File: src/hdl/alr_pkg.sv
`timescale 1ns / 1ps
`default_nettype none

package alr_pkg;

	// Default sizing of the block.
	localparam int DEF_MAX_LENGTH  = 4096;
	localparam int DEF_SAMPLE_BITS = 24;

	// Configuration port layout.
	localparam int CFG_W       = 13;
	localparam int CFG_INDEX_W = 2;
	localparam int MAX_RATIO   = 63;

	// Register indexes of the configuration port.
	localparam logic [CFG_INDEX_W-1:0] REG_INPUT_LENGTH  = 2'd0;
	localparam logic [CFG_INDEX_W-1:0] REG_OUTPUT_LENGTH = 2'd1;

	// Controller states.
	typedef enum logic [2:0] {
		ST_IDLE,
		ST_STEP,
		ST_ACCUM,
		ST_DIV_START,
		ST_DIV_RUN,
		ST_EMIT,
		ST_FINISH
	} state_t;

	// Commands from the controller to the datapath.
	typedef struct packed {
		logic load;
		logic step;
		logic accum;
		logic div_start;
		logic emit;
		logic finish;
	} cmd_t;

	// Status from the datapath to the controller.
	typedef struct packed {
		logic cell_full;
		logic rem_zero;
		logic div_busy;
		logic out_free;
	} status_t;

endpackage

`default_nettype wire

File: src/hdl/area_based_line_resampler.sv
`timescale 1ns / 1ps
`default_nettype none

// Area-based line resampler: turns a row of input_length samples into
// output_length samples by integrating the input over each output cell and
// dividing by input_length, rounding toward negative infinity. Each accepted
// sample produces zero or more output requests; run_end marks the last one
// caused by a sample and row_end marks the last output of a row. One sample
// is processed at a time: a new one is taken only after it has been spread
// over all its cell passes and each output that it closes is emitted, which
// a stalled output side delays. The divider that closes each output cell
// makes one quotient bit per cycle. A finished output waits in an output
// register while the core moves on. An accepted length write clears the row
// in progress; writes out of range or above the 63:1 ratio are ignored.
module area_based_line_resampler
	import alr_pkg::*;
#(
	parameter int MAX_LENGTH  = DEF_MAX_LENGTH,
	parameter int SAMPLE_BITS = DEF_SAMPLE_BITS
) (
	input  wire logic                          clk,
	input  wire logic                          arst_n,
	input  wire logic                          cfg_write,
	input  wire logic [CFG_INDEX_W-1:0]        cfg_index,
	input  wire logic [CFG_W-1:0]              cfg_data,
	input  wire logic                          in_valid,
	output logic                               in_ready,
	input  wire logic signed [SAMPLE_BITS-1:0] sample_in,
	output logic                               out_valid,
	input  wire logic                          out_ready,
	output logic signed [SAMPLE_BITS-1:0]      sample_out,
	output logic                               run_end,
	output logic                               row_end
);

	cmd_t    cmd;
	status_t status;

	// Sequencer.
	alr_ctrl u_ctrl (
		.clk     (clk),
		.arst_n  (arst_n),
		.in_valid(in_valid),
		.in_ready(in_ready),
		.status  (status),
		.cmd     (cmd)
	);

	// Accumulator, divider, counters and output register.
	alr_datapath #(
		.MAX_LENGTH (MAX_LENGTH),
		.SAMPLE_BITS(SAMPLE_BITS)
	) u_datapath (
		.clk       (clk),
		.arst_n    (arst_n),
		.cmd       (cmd),
		.status    (status),
		.cfg_write (cfg_write),
		.cfg_index (cfg_index),
		.cfg_data  (cfg_data),
		.sample_in (sample_in),
		.out_valid (out_valid),
		.out_ready (out_ready),
		.sample_out(sample_out),
		.run_end   (run_end),
		.row_end   (row_end)
	);

endmodule

`default_nettype wire

File: src/hdl/alr_divider.sv
`timescale 1ns / 1ps
`default_nettype none

module alr_divider #(
	parameter int SAMPLE_BITS = 24,
	parameter int LEN_W       = 13
) (
	input  wire logic                         clk,
	input  wire logic                         arst_n,
	input  wire logic                         start,
	input  wire logic [SAMPLE_BITS+LEN_W-1:0] dividend,
	input  wire logic [LEN_W-1:0]             divisor,
	output logic                              busy,
	output logic [SAMPLE_BITS-1:0]            quotient
);

	localparam int CNT_W = $clog2(SAMPLE_BITS + 1);

	logic [CNT_W-1:0]       cnt_q;
	logic [LEN_W-1:0]       rem_q;
	logic [SAMPLE_BITS-1:0] quo_q;
	logic [LEN_W:0]         trial;
	logic [LEN_W:0]         diff;
	logic                   fits;

	// One restoring step: bring down the next dividend bit and try to subtract.
	always_comb begin
		trial = {rem_q, quo_q[SAMPLE_BITS-1]};
		diff  = trial - {1'b0, divisor};
		fits  = (trial >= {1'b0, divisor});
	end

	// Iteration counter; the unit is busy while steps remain.
	always_ff @(posedge clk or negedge arst_n) begin
		if (!arst_n) begin
			cnt_q <= '0;
		end else if (start) begin
			cnt_q <= CNT_W'(SAMPLE_BITS);
		end else if (cnt_q != '0) begin
			cnt_q <= cnt_q - 1'b1;
		end
	end

	// Partial remainder and quotient shift register. The upper dividend bits
	// are already below the divisor, so only the low bits need steps.
	always_ff @(posedge clk) begin
		if (start) begin
			rem_q <= dividend[SAMPLE_BITS+LEN_W-1:SAMPLE_BITS];
			quo_q <= dividend[SAMPLE_BITS-1:0];
		end else if (cnt_q != '0) begin
			rem_q <= fits ? diff[LEN_W-1:0] : trial[LEN_W-1:0];
			quo_q <= {quo_q[SAMPLE_BITS-2:0], fits};
		end
	end

	assign busy     = (cnt_q != '0);
	assign quotient = quo_q;

endmodule

`default_nettype wire

File: src/hdl/alr_datapath.sv
`timescale 1ns / 1ps
`default_nettype none

module alr_datapath
	import alr_pkg::*;
#(
	parameter int MAX_LENGTH  = DEF_MAX_LENGTH,
	parameter int SAMPLE_BITS = DEF_SAMPLE_BITS
) (
	input  wire logic                          clk,
	input  wire logic                          arst_n,
	input  wire cmd_t                          cmd,
	output status_t                            status,
	input  wire logic                          cfg_write,
	input  wire logic [CFG_INDEX_W-1:0]        cfg_index,
	input  wire logic [CFG_W-1:0]              cfg_data,
	input  wire logic signed [SAMPLE_BITS-1:0] sample_in,
	output logic                               out_valid,
	input  wire logic                          out_ready,
	output logic signed [SAMPLE_BITS-1:0]      sample_out,
	output logic                               run_end,
	output logic                               row_end
);

	localparam int LEN_W = $clog2(MAX_LENGTH + 1);
	localparam int ACC_W = SAMPLE_BITS + LEN_W;

	logic [LEN_W-1:0]              n_q;
	logic [LEN_W-1:0]              m_q;
	logic signed [SAMPLE_BITS-1:0] sample_q;
	logic [LEN_W-1:0]              remaining_q;
	logic [LEN_W-1:0]              filled_q;
	logic [LEN_W-1:0]              inputs_seen_q;
	logic [LEN_W-1:0]              outputs_sent_q;
	logic signed [ACC_W-1:0]       acc_q;
	logic signed [ACC_W-1:0]       prod_s1;
	logic                          out_valid_q;
	logic signed [SAMPLE_BITS-1:0] sample_out_q;
	logic                          run_end_q;
	logic                          row_end_q;

	logic [LEN_W-1:0]              open_units;
	logic [LEN_W-1:0]              take;
	logic signed [ACC_W:0]         prod_full;
	logic [ACC_W:0]                biased_full;
	logic [ACC_W-1:0]              biased;
	logic                          div_busy;
	logic [SAMPLE_BITS-1:0]        quotient;
	logic                          len_ok;
	logic                          n_write_ok;
	logic                          m_write_ok;
	logic                          cfg_apply;
	logic [LEN_W:0]                seen_next;

	// Units to cover in this pass: what the open cell still lacks, at most
	// what the sample has left.
	always_comb begin
		open_units = n_q - filled_q;
		take       = (open_units > remaining_q) ? remaining_q : open_units;
		prod_full  = sample_q * $signed({1'b0, take});
	end

	// Bias the closed sum by n * 2^(SAMPLE_BITS-1) so the divider sees a
	// non-negative value; flipping the quotient sign bit removes the bias
	// and yields floor division.
	always_comb begin
		biased_full = {acc_q[ACC_W-1], acc_q}
			+ {1'b0, (ACC_W'(n_q) << (SAMPLE_BITS - 1))};
		biased      = biased_full[ACC_W-1:0];
	end

	alr_divider #(
		.SAMPLE_BITS(SAMPLE_BITS),
		.LEN_W      (LEN_W)
	) u_divider (
		.clk     (clk),
		.arst_n  (arst_n),
		.start   (cmd.div_start),
		.dividend(biased),
		.divisor (n_q),
		.busy    (div_busy),
		.quotient(quotient)
	);

	// Length write checks: range, then the output-to-input ratio limit.
	always_comb begin
		len_ok     = (cfg_data != '0) && (32'(cfg_data) <= 32'(MAX_LENGTH));
		n_write_ok = len_ok && (32'(m_q) <= 32'(cfg_data) * 32'(MAX_RATIO));
		m_write_ok = len_ok && (32'(cfg_data) <= 32'(n_q) * 32'(MAX_RATIO));
		cfg_apply  = 1'b0;
		if (cfg_write) begin
			unique case (cfg_index)
				REG_INPUT_LENGTH:  cfg_apply = n_write_ok;
				REG_OUTPUT_LENGTH: cfg_apply = m_write_ok;
				default:           cfg_apply = 1'b0;
			endcase
		end
	end

	// Length registers.
	always_ff @(posedge clk or negedge arst_n) begin
		if (!arst_n) begin
			n_q <= LEN_W'(1);
			m_q <= LEN_W'(1);
		end else if (cfg_write) begin
			unique case (cfg_index)
				REG_INPUT_LENGTH: begin
					if (n_write_ok) n_q <= LEN_W'(cfg_data);
				end
				REG_OUTPUT_LENGTH: begin
					if (m_write_ok) m_q <= LEN_W'(cfg_data);
				end
				default: begin
				end
			endcase
		end
	end

	assign seen_next = {1'b0, inputs_seen_q} + 1'b1;

	// Row state: open cell, counters and the sample being spread.
	always_ff @(posedge clk or negedge arst_n) begin
		if (!arst_n) begin
			acc_q          <= '0;
			filled_q       <= '0;
			inputs_seen_q  <= '0;
			outputs_sent_q <= '0;
			remaining_q    <= '0;
		end else if (cfg_apply) begin
			acc_q          <= '0;
			filled_q       <= '0;
			inputs_seen_q  <= '0;
			outputs_sent_q <= '0;
		end else begin
			if (cmd.load) begin
				remaining_q <= m_q;
			end
			if (cmd.step) begin
				filled_q    <= filled_q + take;
				remaining_q <= remaining_q - take;
			end
			if (cmd.accum) begin
				acc_q <= acc_q + prod_s1;
			end
			if (cmd.emit) begin
				acc_q          <= '0;
				filled_q       <= '0;
				outputs_sent_q <= outputs_sent_q + 1'b1;
			end
			if (cmd.finish) begin
				if (seen_next >= {1'b0, n_q}) begin
					acc_q          <= '0;
					filled_q       <= '0;
					inputs_seen_q  <= '0;
					outputs_sent_q <= '0;
				end else begin
					inputs_seen_q <= seen_next[LEN_W-1:0];
				end
			end
		end
	end

	// Sample capture and registered product.
	always_ff @(posedge clk) begin
		if (cmd.load) begin
			sample_q <= sample_in;
		end
		if (cmd.step) begin
			prod_s1 <= prod_full[ACC_W-1:0];
		end
	end

	// Output register: a request waits here while the core goes on.
	always_ff @(posedge clk or negedge arst_n) begin
		if (!arst_n) begin
			out_valid_q <= 1'b0;
		end else if (cmd.emit) begin
			out_valid_q <= 1'b1;
		end else if (out_ready) begin
			out_valid_q <= 1'b0;
		end
	end

	always_ff @(posedge clk) begin
		if (cmd.emit) begin
			sample_out_q <= $signed({~quotient[SAMPLE_BITS-1], quotient[SAMPLE_BITS-2:0]});
			run_end_q    <= (remaining_q < n_q);
			row_end_q    <= ((outputs_sent_q + 1'b1) == m_q);
		end
	end

	always_comb begin
		status.cell_full = (filled_q == n_q);
		status.rem_zero  = (remaining_q == '0);
		status.div_busy  = div_busy;
		status.out_free  = !out_valid_q || out_ready;
	end

	assign out_valid  = out_valid_q;
	assign sample_out = sample_out_q;
	assign run_end    = run_end_q;
	assign row_end    = row_end_q;

endmodule

`default_nettype wire

File: src/hdl/alr_ctrl.sv
`timescale 1ns / 1ps
`default_nettype none

module alr_ctrl
	import alr_pkg::*;
(
	input  wire logic    clk,
	input  wire logic    arst_n,
	input  wire logic    in_valid,
	output logic         in_ready,
	input  wire status_t status,
	output cmd_t         cmd
);

	state_t state_q;
	state_t state_d;

	// State register.
	always_ff @(posedge clk or negedge arst_n) begin
		if (!arst_n) begin
			state_q <= ST_IDLE;
		end else begin
			state_q <= state_d;
		end
	end

	// Next state and commands.
	always_comb begin
		state_d  = state_q;
		cmd      = '0;
		in_ready = 1'b0;
		unique case (state_q)
			ST_IDLE: begin
				in_ready = 1'b1;
				if (in_valid) begin
					cmd.load = 1'b1;
					state_d  = ST_STEP;
				end
			end
			ST_STEP: begin
				cmd.step = 1'b1;
				state_d  = ST_ACCUM;
			end
			ST_ACCUM: begin
				cmd.accum = 1'b1;
				if (status.cell_full) begin
					state_d = ST_DIV_START;
				end else if (status.rem_zero) begin
					state_d = ST_FINISH;
				end else begin
					state_d = ST_STEP;
				end
			end
			ST_DIV_START: begin
				cmd.div_start = 1'b1;
				state_d       = ST_DIV_RUN;
			end
			ST_DIV_RUN: begin
				if (!status.div_busy) begin
					state_d = ST_EMIT;
				end
			end
			ST_EMIT: begin
				if (status.out_free) begin
					cmd.emit = 1'b1;
					state_d  = status.rem_zero ? ST_FINISH : ST_STEP;
				end
			end
			ST_FINISH: begin
				cmd.finish = 1'b1;
				state_d    = ST_IDLE;
			end
			default: begin
				state_d = ST_IDLE;
			end
		endcase
	end

endmodule

`default_nettype wire

File: config.mk
export PLATFORM = sky130hd
export DESIGN_NAME = area_based_line_resampler
export DESIGN_NICKNAME = d
export VERILOG_FILES = /design/src/hdl/alr_pkg.sv /design/src/hdl/area_based_line_resampler.sv /design/src/hdl/alr_divider.sv /design/src/hdl/alr_datapath.sv /design/src/hdl/alr_ctrl.sv
export SDC_FILE = /design/constraint.sdc
export NUM_CORES = 2
export LEC_CHECK = 0
export CORE_MARGIN = 5
export CORE_UTILIZATION = 30
export DETAILED_ROUTE_END_ITERATION = 8
export DONT_BUFFER_PORTS = 1
export GPL_ROUTABILITY_DRIVEN = 1
export SLEW_MARGIN = 20
export SYNTH_ARGS = -nofsm -noshare
export SYNTH_HDL_FRONTEND = slang
export SYNTH_HIERARCHICAL = 1
export SYNTH_SLANG_ARGS = --single-unit
File: constraint.sdc
create_clock -name clk -period 11.2 [get_ports clk]
set_input_delay 0 -clock clk [delete_from_list [all_inputs] [get_ports clk]]
set_output_delay 0 -clock clk [all_outputs]
set_load 0.03 [all_outputs]
==> key figures <==
Status
  • Status: finished, final reports clean

Placement
  • RD Place Congestion: 0.877
  • IO Port Bufs: 0
  • DPL Wire Length: 61,600 um
  • Area post-placement: approximately 33,000 um^2

Detailed routing
  • DRC viols: 0
  • Total routed wirelength: ~79,000 um
  • DRT iter0 DRCs: 1,366
  • Drt pass-1 iters: 5
  • Post-route ant nets: 0
  • Routed wire per std cell: about 17 um
  • DR vias: roughly 23,000
  • Via density: 4.82

Worst setup path
  • Critical Path Sink: u_datapath/prod_s1[36]
  • CP max stage delay: ~600 ps
  • WS Path Type: reg2reg
  • R2R Path End: u_datapath/prod_s1[36]
  • Buffer and inverter count on the worst path: 4
  • Data required time of the worst path: 11,490 ps
  • Critical Path Start: u_datapath/n_q[0]
  • CP top delay family: adder cells
  • R2R Path Start: u_datapath/n_q[0]
  • Critical Path Stages: between 40 and 50
  • Worst setup EP type: register
  • Register-to-register setup slack: between 700 and 800 ps
  • Crit-path slowest cell: mux2_2
  • Startpoint type of the worst setup path: register
  • Worst path most repeated cell: fa_1
  • Reg2Reg Depth: 42
  • Critical path arrival: 10,770 ps
  • Max FO, Critical Path: 18

GRT
  • Largest net degree at the start of global routing: around 130
  • Total grt overflow: 0
  • GRT Total Usage: 0.146
  • First-pass GRT wire length: 128,000 um
  • Initial antenna violation count: 1
  • Number of global-route vias before repair: between 20,000 and 25,000

Run
  • Max Cap Viol: 0

Yosys
  • Share of the yosys chip area belonging to registers: 0.221
  • Post-Syn Nets: 3,979
  • Netlist Area Pre-Place: 30,900 um^2
  • Cells after synthesis: roughly 3,300
  • Async SR Flop Fraction: 0.500
  • Ys flop type: edfxtp_1
  • Post-synthesis register bit count: ~250
  • Post-synth cell types: between 80 and 90
  • EDFF count, synth: approximately 120
  • Synth Warn #: 6
  • Synth Area per Inst: 9.49 um^2

STA
  • Count of final hold-check violations: 0
  • Period utilization: 0.936
  • Slew @ Worst Pin: around 1100 ps
  • RSZ-0062 raised after global routing: no
  • Sum Neg Setup Slack: 0 ps
  • Final Max Tran Viols: 0
  • Period minus WS final: between 10,000 and 15,000 ps
  • Final setup vio count: 0
  • Worst slew margin: 0.291
  • Max Fclk: about 0.095 GHz
  • Worst Skew: about 22 ps

Clock network
  • Clock sinks: 248
  • Clock Latency Late Sink: between 500 and 600 ps
  • CTS H-tree depth: 2
  • CTS tree: built
  • Reg clk slew, reported paths: 60 ps
  • CTS Root Cell: clkbuf_16
  • Total CTS buffers: 35
  • CTS Buffer Depth: 3

Min path
  • Hold Path Class: in2reg
  • Worst Hold Launch: cfg_index[0]

Floorplan
  • Die width: about 330 um
  • Die H: between 300 and 400 um
  • Initial Util: 0.303
  • IO Pins: 72
  • Total die area: approximately 110,000 um^2
  • CORE AREA: just over 100,000 um^2
  • Core Rows: between 100 and 150

Finish
  • Area grow syn2layout: 10.6%
  • Share of cells above drive strength 1: 0.0562
  • Commonest non-fill, non-tap cell in the layout: inv_1
  • NumNets Final: 3,999
  • Most frequent cells in the layout: inv_1 (531), fa_1 (360), ha_1 (315)
  • Finished Cell Area: about 34,000 um^2
## layer usage
metal	track usage	vias to the layer above	part of all wire
met5	0	-	0
met4	0.0352	0	0.023
met3	0.0184	102	0.044
met2	0.247	437	0.47
met1	0.200	11200	0.46
li1	-	10800	-
## cells in the mapped netlist, types with 5 or more instances
| library cell | count | area, um^2 |
|---|---|---|
| a31oi_1 | 20 | 125 |
| nor3_1 | 18 | 90.1 |
| nand2b_1 | 22 | 138 |
| o21ai_1 | 5 | 25.0 |
| o2111ai_1 | 10 | 87.6 |
| ha_1 | 315 | 3940 |
| a21oi_1 | 152 | 761 |
| inv_1 | 531 | 1990 |
| nand3b_1 | 6 | 45.0 |
| a22oi_1 | 5 | 37.5 |
| edfxtp_1 | 124 | 3720 |
| mux2_2 | 37 | 417 |
| buf_2 | 11 | 55.1 |
| xnor2_1 | 120 | 1050 |
| clkbuf_1 | 79 | 297 |
| dfrtp_1 | 122 | 3050 |
| and4_1 | 7 | 61.3 |
| or3_1 | 8 | 50.1 |
| fa_1 | 360 | 7210 |
| o21ai_0 | 125 | 626 |
| nand2_1 | 258 | 968 |
| o31ai_1 | 13 | 97.6 |
| a211oi_1 | 17 | 128 |
| mux2i_1 | 56 | 561 |
| a41o_1 | 5 | 50.1 |
| o21a_1 | 33 | 248 |
| nand3_1 | 50 | 250 |
| o22ai_1 | 6 | 37.5 |
| a21boi_0 | 9 | 67.6 |
| a2111oi_0 | 5 | 43.8 |
| nor4_1 | 6 | 37.5 |
| and2_1 | 138 | 863 |
| a21o_1 | 64 | 480 |
| and3_1 | 29 | 181 |
| nor2b_1 | 103 | 644 |
| o21bai_1 | 24 | 180 |
| o211ai_1 | 6 | 45.0 |
| nor2_1 | 175 | 657 |
| nand4_1 | 23 | 144 |
| or2_2 | 7 | 43.8 |
| o31a_1 | 5 | 43.8 |
| xor2_1 | 67 | 587 |
## sequential cells by signal, summed over array words and instances, names as in the netlist
name,count
u_datapath/filled_q,13
u_datapath/u_divider/rem_q,13
u_datapath/n_q,13
u_datapath/run_end,1
u_datapath/prod_s1,37
u_datapath/sample_out,24
u_datapath/u_divider/quotient,24
u_datapath/outputs_sent_q,13
u_datapath/inputs_seen_q,13
u_datapath/acc_q,37
u_datapath/out_valid,1
u_datapath/remaining_q,13
u_datapath/row_end,1
u_datapath/u_divider/cnt_q,5
u_datapath/m_q,13
u_datapath/sample_q,24
u_ctrl/state_q,3
## what timing repair did
action                                  in CTS  in global routing
hold buffers                                44                  0
setup buffers                                0                  0
endpoints found under the setup margin       0                 10
resized for setup                            0                 13
hold endpoints to repair                   190                  0
## final cells by class
| class | instances | area (um^2) |
|---|---|---|
| Multi-Input combinational cell | 2378 | 21800 |
| Clock inverter | 19 | 180 |
| Fill cell | 10500 | 67800 |
| Inverter | 534 | 2000 |
| Timing Repair Buffer | 83 | 751 |
| Antenna cell | 1 | 2.50 |
| Tap cell | 1368 | 1710 |
| Sequential cell | 248 | 6830 |
| Clock buffer | 45 | 955 |
## stage by stage
step,setup slack (ps),hold slack [ps],utilization,cells
after floorplan,929,-296,-,3260
after global placement,421,-277,0.319,4567
after detailed placement,326,-277,0.319,4567
after CTS,284,10.2,0.335,4675
after global routing,19.8,51.3,0.335,4676
final,714,31.8,0.335,4676
## worst min path at each step
| stage | slack [ps] | end | depth (start not counted) |
|---|---|---|---|
| detailed placement | -280 | u_datapath/u_divider/cnt_q[4] | 0 |
| global route | 50 | u_datapath/inputs_seen_q[11] | 4 |
| CTS | 10 | u_datapath/inputs_seen_q[10] | 4 |
| global placement | -280 | u_datapath/u_divider/cnt_q[2] | 0 |
| floorplan | -300 | u_ctrl/state_q[0] | 0 |
| finish | 30 | u_datapath/inputs_seen_q[10] | 4 |
## tightest hold or removal path, stage by stage
cell and delay (ps):
nor4_1 40, a211oi_2 190, buf_4 240, a21oi_1 60
## logic make-up after synthesis
group | synth area share
flops | 0.221
buf+inv | 0.0785
xor+xnor | 0.0537
compound gates | 0.114
simple gates | 0.141
mux | 0.0316
fa+ha+maj | 0.360
Power is left out: the tool's default activity adds up to more than one toggle a clock period on the data nets, which glitch-free logic cannot reach.
